### config.mk
export PLATFORM = sky130hd
export DESIGN_NAME = midi_track_event_parser
export DESIGN_NICKNAME = d
export VERILOG_FILES = /design/src/design/mtep_pkg.sv /design/src/design/midi_track_event_parser.sv /design/src/design/mtep_out_reg.sv
export SDC_FILE = /design/constraint.sdc
export NUM_CORES = 1
export LEC_CHECK = 0
export BUFFER_PORTS_ARGS = -buffer_cell sky130_fd_sc_hd__buf_2
export CORE_ASPECT_RATIO = 0.6
export CORE_MARGIN = 2
export CORE_UTILIZATION = 60
export CTS_CLUSTER_DIAMETER = 80
export DETAILED_ROUTE_END_ITERATION = 12
export HOLD_SLACK_MARGIN = 0.05
export PLACE_DENSITY = 0.79
export SLEW_MARGIN = 20
export SYNTH_ARGS = -nofsm -noshare
export SYNTH_HDL_FRONTEND = slang
export SYNTH_SLANG_ARGS = --single-unit
export TNS_END_PERCENT = 100
### constraint.sdc
create_clock -name clk -period 13.12 [get_ports clk]
set_clock_uncertainty 0.15 [all_clocks]
set_input_delay 1.968 -clock clk [delete_from_list [all_inputs] [get_ports clk]]
set_output_delay 1.968 -clock clk [all_outputs]
set_load 0.02 [all_outputs]
### src/design/mtep_pkg.sv
// Shared types, constants and helpers for the MIDI track event parser.
// No dependencies; imported by mtep_out_reg and midi_track_event_parser.
`timescale 1ns / 1ps

package mtep_pkg;

  localparam int TICK_BITS_DEF = 32;

  // Parse phases
  typedef enum logic [3:0] {
    PH_DELTA   = 4'd0,
    PH_STATUS  = 4'd1,
    PH_DATA1   = 4'd2,
    PH_DATA2   = 4'd3,
    PH_MTYPE   = 4'd4,
    PH_MLEN    = 4'd5,
    PH_MDATA   = 4'd6,
    PH_SXLEN   = 4'd7,
    PH_SXDATA  = 4'd8,
    PH_DISCARD = 4'd9
  } phase_t;

  // Result kinds
  typedef enum logic [2:0] {
    KIND_CHANNEL = 3'd0,
    KIND_SYSEX   = 3'd1,
    KIND_TEMPO   = 3'd2,
    KIND_LOOP    = 3'd3,
    KIND_SX_NONE = 3'd4
  } kind_t;

  localparam logic [7:0] BYTE_META      = 8'hFF;
  localparam logic [7:0] BYTE_SYSEX     = 8'hF0;
  localparam logic [7:0] BYTE_SYSEX_ESC = 8'hF7;
  localparam logic [7:0] META_TEMPO     = 8'h51;
  localparam logic [7:0] META_MARKER    = 8'h06;
  localparam logic [3:0] HI_PROG        = 4'hC;
  localparam logic [3:0] HI_PRESSURE    = 4'hD;
  localparam logic [3:0] MARKER_LEN     = 4'd9;

  // One result word as it leaves the block
  typedef struct packed {
    kind_t       kind;
    logic [31:0] tick;
    logic [7:0]  status;
    logic [7:0]  d1;
    logic [7:0]  d2;
    logic [23:0] tempo;
    logic        fin;
  } evt_t;

  function automatic logic one_data_byte(input logic [7:0] status);
    return (status[7:4] == HI_PROG) || (status[7:4] == HI_PRESSURE);
  endfunction

  // "loopStart", one character per index
  function automatic logic [7:0] marker_char(input logic [3:0] idx);
    logic [7:0] c;
    unique case (idx)
      4'd0:    c = 8'h6C; // l
      4'd1:    c = 8'h6F; // o
      4'd2:    c = 8'h6F; // o
      4'd3:    c = 8'h70; // p
      4'd4:    c = 8'h53; // S
      4'd5:    c = 8'h74; // t
      4'd6:    c = 8'h61; // a
      4'd7:    c = 8'h72; // r
      4'd8:    c = 8'h74; // t
      default: c = 8'h00;
    endcase
    return c;
  endfunction

endpackage

### src/design/midi_track_event_parser.sv
// Top level of the MIDI track event parser: byte-wise track chunk decoder.
// Depends on mtep_pkg and mtep_out_reg.
`timescale 1ns / 1ps

//  channel  | direction | handshake           | payload
//  in_      | input     | in_valid/in_ready   | data_byte[7:0], track_last
//  out_     | output    | out_valid/out_ready | event kind, tick, status, data, tempo, final
//
// One byte is decoded per cycle while in_ready is high: the parse state and the result
// register update at the same edge the byte is taken, so a new byte can enter every
// cycle unless in_ready is low. A result is visible in the cycle after its byte.
// in_ready drops only while a result waits in the output register and out_ready is low.
// Reset (rst_n low, synchronous) returns the parser to "expect delta time",
// tick zero, no running status, and empties the output register.

module midi_track_event_parser #(
  parameter int TICK_BITS = mtep_pkg::TICK_BITS_DEF
) (
  input  logic        clk,
  input  logic        rst_n,
  input  logic        in_valid,
  output logic        in_ready,
  input  logic [7:0]  in_data_byte,
  input  logic        in_track_last,
  output logic        out_valid,
  input  logic        out_ready,
  output logic [2:0]  out_event_kind,
  output logic [31:0] out_event_tick,
  output logic [7:0]  out_status_byte,
  output logic [7:0]  out_first_data,
  output logic [7:0]  out_second_data,
  output logic [23:0] out_tempo_value,
  output logic        out_sysex_final
);
  import mtep_pkg::*;

  // Parse state
  phase_t                 phase_r,     phase_nxt;
  logic [TICK_BITS-1:0]   tick_r,      tick_nxt;
  logic [7:0]             run_st_r,    run_st_nxt;
  logic [31:0]            varlen_r,    varlen_nxt;
  logic [7:0]             cur_st_r,    cur_st_nxt;
  logic [7:0]             mtype_r,     mtype_nxt;
  logic [31:0]            remain_r,    remain_nxt;
  logic [31:0]            decl_len_r,  decl_len_nxt;
  logic [3:0]             seen_r,      seen_nxt;
  logic [7:0]             held_d1_r,   held_d1_nxt;
  logic [23:0]            tempo_r,     tempo_nxt;
  logic                   mmatch_r,    mmatch_nxt;

  logic        in_fire;
  logic        slot_free;
  logic        res_valid;
  evt_t        res;
  evt_t        out_evt;

  logic        more;
  logic [31:0] vl_shift;
  logic [31:0] remain_dec;
  logic        mmatch_upd;

  assign in_ready = slot_free;
  assign in_fire  = in_valid && in_ready;

  assign more       = in_data_byte[7];
  assign vl_shift   = {varlen_r[24:0], in_data_byte[6:0]};
  assign remain_dec = remain_r - 32'd1;
  assign mmatch_upd = mmatch_r && (in_data_byte == marker_char(seen_r));

  always_comb begin
    phase_nxt    = phase_r;
    tick_nxt     = tick_r;
    run_st_nxt   = run_st_r;
    varlen_nxt   = varlen_r;
    cur_st_nxt   = cur_st_r;
    mtype_nxt    = mtype_r;
    remain_nxt   = remain_r;
    decl_len_nxt = decl_len_r;
    seen_nxt     = seen_r;
    held_d1_nxt  = held_d1_r;
    tempo_nxt    = tempo_r;
    mmatch_nxt   = mmatch_r;

    res_valid  = 1'b0;
    res.kind   = KIND_CHANNEL;
    res.tick   = 32'(tick_r);
    res.status = 8'h00;
    res.d1     = 8'h00;
    res.d2     = 8'h00;
    res.tempo  = 24'h000000;
    res.fin    = 1'b0;

    unique case (phase_r)
      PH_DELTA: begin
        // Accumulate the delta time, add it to the tick on its last byte
        varlen_nxt = vl_shift;
        if (!more) begin
          tick_nxt   = tick_r + TICK_BITS'(vl_shift);
          varlen_nxt = 32'd0;
          phase_nxt  = PH_STATUS;
        end
      end

      PH_STATUS: begin
        if (more) begin
          if (in_data_byte == BYTE_META) begin
            run_st_nxt = 8'h00;
            phase_nxt  = PH_MTYPE;
          end else if (in_data_byte == BYTE_SYSEX || in_data_byte == BYTE_SYSEX_ESC) begin
            run_st_nxt = 8'h00;
            cur_st_nxt = in_data_byte;
            varlen_nxt = 32'd0;
            phase_nxt  = PH_SXLEN;
          end else begin
            cur_st_nxt = in_data_byte;
            phase_nxt  = PH_DATA1;
          end
        end else if (run_st_r == 8'h00) begin
          // Data byte with no running status: drop the rest of the track
          phase_nxt = PH_DISCARD;
        end else begin
          cur_st_nxt = run_st_r;
          if (one_data_byte(run_st_r)) begin
            res_valid  = 1'b1;
            res.status = run_st_r;
            res.d1     = in_data_byte;
            phase_nxt  = PH_DELTA;
          end else begin
            held_d1_nxt = in_data_byte;
            phase_nxt   = PH_DATA2;
          end
        end
      end

      PH_DATA1: begin
        if (one_data_byte(cur_st_r)) begin
          res_valid  = 1'b1;
          res.status = cur_st_r;
          res.d1     = in_data_byte;
          run_st_nxt = cur_st_r;
          phase_nxt  = PH_DELTA;
        end else begin
          held_d1_nxt = in_data_byte;
          phase_nxt   = PH_DATA2;
        end
      end

      PH_DATA2: begin
        res_valid  = 1'b1;
        res.status = cur_st_r;
        res.d1     = held_d1_r;
        res.d2     = in_data_byte;
        run_st_nxt = cur_st_r;
        phase_nxt  = PH_DELTA;
      end

      PH_MTYPE: begin
        mtype_nxt  = in_data_byte;
        varlen_nxt = 32'd0;
        phase_nxt  = PH_MLEN;
      end

      PH_MLEN: begin
        varlen_nxt = vl_shift;
        if (!more) begin
          decl_len_nxt = vl_shift;
          remain_nxt   = vl_shift;
          varlen_nxt   = 32'd0;
          seen_nxt     = 4'd0;
          tempo_nxt    = 24'h000000;
          mmatch_nxt   = 1'b1;
          phase_nxt    = (vl_shift == 32'd0) ? PH_DELTA : PH_MDATA;
        end
      end

      PH_MDATA: begin
        // Tempo: first three payload bytes, big endian
        if (mtype_r == META_TEMPO && seen_r < 4'd3) begin
          tempo_nxt = {tempo_r[15:0], in_data_byte};
          if (seen_r == 4'd2) begin
            res_valid = 1'b1;
            res.kind  = KIND_TEMPO;
            res.tempo = {tempo_r[15:0], in_data_byte};
          end
        end
        // Marker: compare text, fire on the ninth byte of a nine-byte meta
        if (mtype_r == META_MARKER && seen_r < MARKER_LEN) begin
          mmatch_nxt = mmatch_upd;
          if (seen_r == MARKER_LEN - 4'd1 && mmatch_upd &&
              decl_len_r == 32'(MARKER_LEN)) begin
            res_valid = 1'b1;
            res.kind  = KIND_LOOP;
          end
        end
        if (seen_r != 4'hF) begin
          seen_nxt = seen_r + 4'd1;
        end
        remain_nxt = remain_dec;
        if (remain_dec == 32'd0) begin
          phase_nxt = PH_DELTA;
        end
      end

      PH_SXLEN: begin
        varlen_nxt = vl_shift;
        if (!more) begin
          remain_nxt = vl_shift;
          varlen_nxt = 32'd0;
          if (cur_st_r == BYTE_SYSEX) begin
            // Prepend the start byte
            res_valid = 1'b1;
            res.kind  = KIND_SYSEX;
            res.d1    = BYTE_SYSEX;
            res.fin   = (vl_shift == 32'd0) || in_track_last;
          end else if (vl_shift == 32'd0 || in_track_last) begin
            res_valid = 1'b1;
            res.kind  = KIND_SX_NONE;
          end
          phase_nxt = (vl_shift == 32'd0) ? PH_DELTA : PH_SXDATA;
        end
      end

      PH_SXDATA: begin
        res_valid  = 1'b1;
        res.kind   = KIND_SYSEX;
        res.d1     = in_data_byte;
        res.fin    = (remain_r == 32'd1) || in_track_last;
        remain_nxt = remain_dec;
        if (remain_dec == 32'd0) begin
          phase_nxt = PH_DELTA;
        end
      end

      PH_DISCARD: begin
        // Hold until the track's last byte
      end

      default: begin
        phase_nxt = PH_DISCARD;
      end
    endcase

    // End of track: return the parse state to its reset value
    if (in_track_last) begin
      phase_nxt    = PH_DELTA;
      tick_nxt     = '0;
      run_st_nxt   = 8'h00;
      varlen_nxt   = 32'd0;
      cur_st_nxt   = 8'h00;
      mtype_nxt    = 8'h00;
      remain_nxt   = 32'd0;
      decl_len_nxt = 32'd0;
      seen_nxt     = 4'd0;
      held_d1_nxt  = 8'h00;
      tempo_nxt    = 24'h000000;
      mmatch_nxt   = 1'b1;
    end
  end

  // Advance the parse state on each accepted word
  always_ff @(posedge clk) begin
    if (!rst_n) begin
      phase_r    <= PH_DELTA;
      tick_r     <= '0;
      run_st_r   <= 8'h00;
      varlen_r   <= 32'd0;
      cur_st_r   <= 8'h00;
      mtype_r    <= 8'h00;
      remain_r   <= 32'd0;
      decl_len_r <= 32'd0;
      seen_r     <= 4'd0;
      held_d1_r  <= 8'h00;
      tempo_r    <= 24'h000000;
      mmatch_r   <= 1'b1;
    end else if (in_fire) begin
      phase_r    <= phase_nxt;
      tick_r     <= tick_nxt;
      run_st_r   <= run_st_nxt;
      varlen_r   <= varlen_nxt;
      cur_st_r   <= cur_st_nxt;
      mtype_r    <= mtype_nxt;
      remain_r   <= remain_nxt;
      decl_len_r <= decl_len_nxt;
      seen_r     <= seen_nxt;
      held_d1_r  <= held_d1_nxt;
      tempo_r    <= tempo_nxt;
      mmatch_r   <= mmatch_nxt;
    end
  end

  // Result register: loads on every accepted word, valid only if it made a result
  mtep_out_reg u_out_reg (
    .clk        (clk),
    .rst_n      (rst_n),
    .load       (in_fire),
    .load_valid (res_valid),
    .load_evt   (res),
    .slot_free  (slot_free),
    .out_valid  (out_valid),
    .out_ready  (out_ready),
    .out_evt    (out_evt)
  );

  assign out_event_kind  = out_evt.kind;
  assign out_event_tick  = out_evt.tick;
  assign out_status_byte = out_evt.status;
  assign out_first_data  = out_evt.d1;
  assign out_second_data = out_evt.d2;
  assign out_tempo_value = out_evt.tempo;
  assign out_sysex_final = out_evt.fin;

endmodule

### src/design/mtep_out_reg.sv
// Result register with valid/ready handshake for the MIDI track event parser.
// Depends on mtep_pkg (evt_t).
`timescale 1ns / 1ps

module mtep_out_reg (
  input  logic          clk,
  input  logic          rst_n,
  input  logic          load,
  input  logic          load_valid,
  input  mtep_pkg::evt_t load_evt,
  output logic          slot_free,
  output logic          out_valid,
  input  logic          out_ready,
  output mtep_pkg::evt_t out_evt
);
  import mtep_pkg::*;

  logic valid_r;
  evt_t evt_r;

  // Slot may be refilled when empty or being drained this cycle
  assign slot_free = !valid_r || out_ready;

  always_ff @(posedge clk) begin
    if (!rst_n) begin
      valid_r <= 1'b0;
    end else if (load) begin
      valid_r <= load_valid;
    end else if (out_ready) begin
      valid_r <= 1'b0;
    end
  end

  always_ff @(posedge clk) begin
    if (load && load_valid) begin
      evt_r <= load_evt;
    end
  end

  assign out_valid = valid_r;
  assign out_evt   = evt_r;

endmodule
; After elaboration in Yosys (flattened, before gate mapping)
; Memories as Yosys holds them, arrays and structs flattened. A register that Yosys moved wholly into a read port is not among the register bits.
; Index checks and enable logic that the tools add are counted.
[totals]
wordCells = 211
latchBits = 0
input_bits = 13
regBits = 263
ramBits = 0
n_memories = 1
rom_bits = 112
[mem_list]
columns = name, depth, word_bits, read_ports, rd_clocked_by_memory_dff, write_ports, line_no
row1 = (no name shown), 16, 7, 1, 1, 0, mtep_pkg.sv:59  ; unique case (idx)
[op_classes]
div = 0
magnitude_cmp = 2
eq_ne = 46
bitwise_logic = 0
reduce_logical = 45
shift = 0
mul = 0
add_sub_neg = 3
muxes = 94
[op_table]
columns = operator, n
row1 = 32-bit 2-to-1 mux, 7
row2 = 8-bit 2-to-1 mux, 19
row3 = 25-bit 2-to-1 mux, 5
row4 = 16-bit 2-to-1 mux, 7
row5 = 25-bit case mux with 3 select lines, 1
row6 = 32-bit logical NOT, 2
row7 = 32-bit case mux with 2 select lines, 1
row8 = 4-bit 2-to-1 mux, 13
row9 = 3-bit != test (second input constant), 16
row10 = 8-bit case mux with 3 select lines, 2
row11 = 8-bit case mux with 5 select lines, 1
row12 = 4-bit case mux with 9 select lines, 1
row13 = 32-bit adder, 1
row14 = 32-bit by 1-bit == test with 1-bit output (second input constant), 1
row15 = 32-bit by 4-bit == test with 1-bit output (second input constant), 1
row16 = 8-bit == test (second input constant), 4
row17 = 16-bit case mux with 2 select lines, 1
row18 = 32-bit by 1-bit subtractor with 32-bit output (second input constant), 1
row19 = 4-bit == test (second input constant), 7
row20 = 3-bit 2-to-1 mux, 8
row21 = 1-bit 2-to-1 mux, 18
row22 = 4-bit by 3-bit == test with 1-bit output (second input constant), 4
row23 = 8-bit case mux with 2 select lines, 1
row24 = 4-bit AND reduction, 4
row25 = other kinds (32), 64

; Longest topological paths before layout
[logic_depth]
ltp_word = 8
depth_mapped = 13
mapped_depth_nobuf = 11

; By module
; A second synthesis with hierarchy kept.
[unflattened]
hier_cells = 1503
hier_area_um2 = 13603.0
[modules_own_cells]
columns = module, n_inst, seq_area_each_um2, area_each_um2, cells_each
row1 = midi_track_event_parser, 1, 3703.6, 11029.3, 1414
row2 = mtep_out_reg, 1, 2542.4, 2573.7, 89

; Worst setup path before layout
; Ideal clock, no wire load.
[synth_path]
kind = input to register
start = in in_data_byte[7]
end = reg u_out_reg.evt_r (netlist bit u_out_reg.out_evt[0]), enable pin
setup_ps = 453
slack_ps = 7189
path_stages = 6
required_time_ps = 12517
arrival_time_ps = 5328
cell_sequence = nor4_1 or2_2 clkbuf_1 nor3_1 nand4_1 and3_1
[synth_via]
elab_chain_len = 8
elab_cells_between_ends = 10
cone_classes = eq/ne (1) / mux (5) / reduce/logical (4)
[synth_rtl]
columns = element, line_no
row1 = from (decl), midi_track_event_parser.sv:23  ; input logic [7:0] in_data_byte,
row2 = 8-bit == test, midi_track_event_parser.sv:68  ; assign mmatch_upd = mmatch_r && (in_data_byte == marker_char(seen_r));
row3 = 1-bit logical AND, midi_track_event_parser.sv:68
row4 = 1-bit logical AND (2 in series), midi_track_event_parser.sv:189  ; if (seen_r == MARKER_LEN - 4'd1 && mmatch_upd &&
row5 = 1-bit 2-to-1 mux, midi_track_event_parser.sv:189
row6 = 1-bit 2-to-1 mux, midi_track_event_parser.sv:187  ; if (mtype_r == META_MARKER && seen_r < MARKER_LEN) begin
row7 = 1-bit case mux with 5 select lines *, midi_track_event_parser.sv:93  ; unique case (phase_r)
row8 = 1-bit logical AND *, mtep_out_reg.sv:35  ; if (load && load_valid) begin
row9 = to (signal assigned), mtep_out_reg.sv:36  ; evt_r <= load_evt;
row10 = to (decl), mtep_out_reg.sv:19  ; evt_t evt_r;
; Mark *: on every way between the ends. The rest lies on a longest branch, timed or not.
; A chain may end at the register's enable or synchronous reset.

; Final worst setup path
[layout_path]
start = in in_data_byte[0]
end = reg tick_r[24]
[layout_via]
elab_chain_len = 4
[layout_rtl]
columns = element, line_no
row1 = 32-bit adder, midi_track_event_parser.sv:98  ; tick_nxt = tick_r + TICK_BITS'(vl_shift);
row2 = 32-bit 2-to-1 mux, midi_track_event_parser.sv:97  ; if (!more) begin
row3 = 32-bit 2-to-1 mux, midi_track_event_parser.sv:93
row4 = 32-bit 2-to-1 mux, midi_track_event_parser.sv:244  ; if (in_track_last) begin
row5 = to (signal assigned), midi_track_event_parser.sv:277  ; tick_r <= tick_nxt;
row6 = to (decl), midi_track_event_parser.sv:39  ; logic [TICK_BITS-1:0] tick_r, tick_nxt;
; No other way between the ends. The select of a mux whose other input is x is not followed.

==> metrics.sh <==
FMAX_GHz=0.204
POWER-PER-CELL-AREA_mW_PER_MM2=115
SYNTH-MAIN-FF-CELL='sky130_fd_sc_hd__dfxtp_1'
PORTBUFFERS=98
FIRSTDRTPASSITERS=5
CLOCK_TREE.ROOT_CELL='sky130_fd_sc_hd__clkbuf_16'
HOLD_PATH_CLASS='register to register'
POSTLAYOUTCELLAREA_SQ_MM=0.0153
HTREE_LEVELS=1
ROUTE.DETAILED.WL_PER_INST_MICRONS=19.4
AVGSYNTHCELLAREA_SQ_UM=9.12
TRITONCTS.NUM_BUFFERS=25
MAXSLEWVIOLCOUNT=0
POST_SYNTHESIS_TO_FINAL_LAYOUT_AREA_GROWTH_PCT=10.2
DETAILED_PLACE.AREA_SQ_MM=0.0145
FIN_SETUP_TNS_PS=0
CTS.SINKS=270
RR_ENDPOINT='u_out_reg.out_evt[41]'
WORST_EP_REQUIRED_TIME_PS=13410
CRITICAL_PATH.STARTPOINT_TYPE='input port'
GRT_OVERFLOW=0
DETAILED_PLACE_HPWL_MM=24.9
CRITPATHMAXFANOUT=10
POSTCTSHOLDBUFS=0
PLACEMENT_ROW_COUNT=43
FINALSETUPVIOLATIONS=0
ASYNCSETRESETFLOPFRACSYNTH_PCT=0
SYNTHMOSTINSTANTIATEDCELL='sky130_fd_sc_hd__dfxtp_1'
CLOCK_TREE.BUFFER_DEPTH=3
WHS_PATH_DEPTH=2
WORST_IR_DROP_VDD_uV=90.0
INITIALDRTVIOLATIONCOUNT=1270
SYNTHTOPCELLSBYAREA='sky130_fd_sc_hd__dfxtp_1 (27%), sky130_fd_sc_hd__edfxtp_1 (18%), sky130_fd_sc_hd__nand2_1 (3.9%)'
NUMBER_OF_ENABLE_FLIP_FLOP_CELLS_AFTER_SYNTHESIS=84
CHIPWIDTH_MICRONS=201
FLOORPLAN.INITIALDENSITY_PCT=60.7
VIA_COUNT_OF_THE_ROUTED_DESIGN=11800
SYNTH_CELLS=1526
TIGHTESTPINTRANSITION_PS=1020
YOSYSUNIQUECELLTYPES=71
FINALNETCOUNT=1620
CRIT_PATH_END_KIND='register'
DETAIL-ROUTE-ANTENNA-NETS=0
LAYOUT-DRIVE-GT1-SHARE_PCT=11.1
RUN_STATUS='finished, final reports clean'
DIE_AREA_SQ_MM=0.0245
WORSTSETUPSTARTPOINT='in_data_byte[0]'
GRT_ANTENNA_BEFORE_REPAIR=0
YS_SEQ_AREA_SHARE_PCT=44.9
TRACK_USAGE_PCT=29.7
SYNTH_SEQ_CELLS=270
NUMBER_OF_ENDPOINTS_WITH_NEGATIVE_HOLD_SLACK_IN_THE_FINAL_REPORT=0
SYNTH_TOP_CELL_AREA_SHARE_PCT=26.8
CAP_VIOL_MAX_COUNT=0
R2R_SLACK_PS=8780
GRT_PASS1_VIAS=10600
POWER.STATIC_LEAKAGE_nW=5.98
R2R_START='phase_r[2]'
CLOCK_INSERTION_DELAY_WORST_SKEW_PS=550
WL_MM=36.9
REG2REGPATHDEPTH=7
SYNTH.NET_COUNT=1580
TIME_THE_FINAL_WORST_PATH_NEEDS_WITH_I_O_DELAYS_AND_SETUP_PS=4900
PATH_CLK_SLEW_PS=70
ANTENNA_CELLS=0
VIASPERCELL=6.22
CORE_REGION_AREA_SQ_MM=0.0229
SYNTHESIZED_CELL_AREA_SQ_MM=0.0139
RSZ0062_AT_GRT='no'
TRITONCTS='yes'
PERIOD_SHARE_PCT=37.3
SYNTHDOMINANTAREACELLTYPE='sky130_fd_sc_hd__dfxtp_1'
POST_CTS.REPAIR.SETUP_BUFFERS=0
POSTCTSRESIZEDCELLS=0
TIMING.MAX_SLEW.REL_SLACK_PCT=31.2
TOP_LEVEL_I_O_COUNT=99
TIMING.CRITICAL_PATH.ARRIVAL_PS=5190
FINALWEIGHTEDCONGESTION=0.949
SETUP.WORST_PATH.END='tick_r[24]'
PATH_CLASS='input port to register'
GRT_FIRST_PASS_WIRELENGTH_MM=58.0
YS_TOP_CELLS_BY_COUNT='sky130_fd_sc_hd__dfxtp_1 (186), sky130_fd_sc_hd__nand2_1 (146), sky130_fd_sc_hd__nor2_1 (106)'
DRC_ERRORS=0
VERTICAL_EXTENT_OF_THE_DIE_MICRONS=122
SYNTH-WARNING-COUNT=0
LARGEST_NET_DEGREE_AT_THE_START_OF_GLOBAL_ROUTING=104
==> cells in the final DEF (no fill, tap or decap), types with 6 or more instances in the layout <==
| cell | count |
|---|---|
| sky130_fd_sc_hd__nand4_1 | 19 |
| sky130_fd_sc_hd__nor2b_1 | 75 |
| sky130_fd_sc_hd__or4_1 | 7 |
| sky130_fd_sc_hd__edfxtp_1 | 84 |
| sky130_fd_sc_hd__ha_1 | 40 |
| sky130_fd_sc_hd__inv_1 | 20 |
| sky130_fd_sc_hd__nor2_1 | 104 |
| sky130_fd_sc_hd__a22oi_1 | 30 |
| sky130_fd_sc_hd__or3_1 | 11 |
| sky130_fd_sc_hd__a21oi_1 | 77 |
| sky130_fd_sc_hd__o21ai_1 | 6 |
| sky130_fd_sc_hd__o21ai_0 | 88 |
| sky130_fd_sc_hd__a21o_1 | 23 |
| sky130_fd_sc_hd__nand2_1 | 146 |
| sky130_fd_sc_hd__and2_1 | 57 |
| sky130_fd_sc_hd__nor4_1 | 35 |
| sky130_fd_sc_hd__o21bai_1 | 6 |
| sky130_fd_sc_hd__nand2b_1 | 15 |
| sky130_fd_sc_hd__nor3_1 | 47 |
| sky130_fd_sc_hd__nor3b_1 | 6 |
| sky130_fd_sc_hd__xor2_1 | 17 |
| sky130_fd_sc_hd__buf_4 | 18 |
| sky130_fd_sc_hd__a21boi_0 | 57 |
| sky130_fd_sc_hd__mux2i_1 | 43 |
| sky130_fd_sc_hd__xnor2_1 | 33 |
| sky130_fd_sc_hd__clkbuf_1 | 7 |
| sky130_fd_sc_hd__nand3_1 | 45 |
| sky130_fd_sc_hd__buf_2 | 97 |
| sky130_fd_sc_hd__a22o_1 | 23 |
| sky130_fd_sc_hd__and3_1 | 8 |
| sky130_fd_sc_hd__a211oi_1 | 9 |
| sky130_fd_sc_hd__clkbuf_16 | 25 |
| sky130_fd_sc_hd__nand3b_1 | 28 |
| sky130_fd_sc_hd__dfxtp_1 | 186 |
| sky130_fd_sc_hd__o31ai_1 | 8 |
==> registers in the layout, indices dropped and copies added, names as in the netlist, named ones only <==
name / flops
u_out_reg.out_valid: 1
decl_len_r: 32
held_d1_r: 8
tick_r: 32
u_out_reg.out_evt: 84
varlen_r: 25
remain_r: 32
cur_st_r: 8
tempo_r: 16
mtype_r: 8
seen_r: 4
phase_r: 4
mmatch_r: 1
run_st_r: 8
==> power breakdown <==
| group | switching (W) | internal [W] |
|---|---|---|
| registers | 0.00000841 | 0.000862 |
| clock network | 0.000326 | 0.000424 |
| logic | 0.0000907 | 0.0000489 |
| total | 0.000425 | 0.00133 |
==> metal layers <==
layer  vias up  wire, microns  global-route usage, %
met5         -              0                      0
met1      5592          17300                   46.3
met4         0            638                   6.16
li1       5566              -                      -
met2       604          14800                   41.8
met3        58           4180                   6.42
==> critical path: stages <==
cell	delay [ps]
sky130_fd_sc_hd__buf_2	190
sky130_fd_sc_hd__ha_1	260
sky130_fd_sc_hd__fa_1	430
sky130_fd_sc_hd__a211oi_1	380
sky130_fd_sc_hd__o21ai_0	210
sky130_fd_sc_hd__a21o_1	200
sky130_fd_sc_hd__a21oi_1	350
sky130_fd_sc_hd__o31ai_1	180
sky130_fd_sc_hd__a211oi_1	480
sky130_fd_sc_hd__o21bai_1	170
sky130_fd_sc_hd__xor2_1	160
sky130_fd_sc_hd__a22o_1	200
==> layout make-up <==
| type | count | area, sq um |
|---|---|---|
| well taps | 315 | 394 |
| clock buffers | 34 | 679 |
| clock inverters | 12 | 145 |
| flip-flops and latches | 270 | 6250 |
| inverters | 21 | 78.8 |
| fillers | 1825 | 7580 |
| repair buffers | 115 | 621 |
| multi-input cells | 1133 | 7170 |
==> through the flow <==
| stage | setup slack (ps) | instances | util (%) | power (W) | hold slack [ps] |
|---|---|---|---|---|---|
| after global routing | 8020 | 1900 | 66.9 | 0.00181 | 337 |
| final | 8220 | 1900 | 66.9 | 0.00176 | 318 |
| after detailed placement | 7770 | 1854 | 63.3 | 0.00102 | 308 |
| after floorplan | 7190 | 1526 | - | 0.000989 | 284 |
| after CTS | 8320 | 1900 | 66.9 | 0.00176 | 319 |
| after global placement | 7940 | 1854 | 63.3 | 0.00102 | 299 |
==> how the worst min path moves through the flow <==
stage	from	to	slack [ps]
2_1_floorplan	tick_r[13]	u_out_reg.out_evt[62]	280
3_3_place_gp	decl_len_r[0]	decl_len_r[0]	300
3_5_place_dp	tick_r[13]	u_out_reg.out_evt[62]	310
4_1_cts	decl_len_r[16]	decl_len_r[16]	320
5_1_grt	decl_len_r[17]	decl_len_r[17]	340
6_report	decl_len_r[9]	decl_len_r[9]	320
==> cell families (layout without fill, tap and decap cells) <==
group / Yosys count / in the layout / synth area share [%]
flip-flops: 270 / 270 / 44.9
AO/OA/AOI/OAI: 365 / 365 / 17.1
multiplexers: 44 / 44 / 3.20
AND/OR/NAND/NOR: 633 / 633 / 24.2
adder cells (fa/ha/maj): 41 / 41 / 3.74
buffers and inverters: 123 / 182 / 3.74
XOR/XNOR: 50 / 50 / 3.15
No activity file was read; power rests on OpenSTA's default activity.
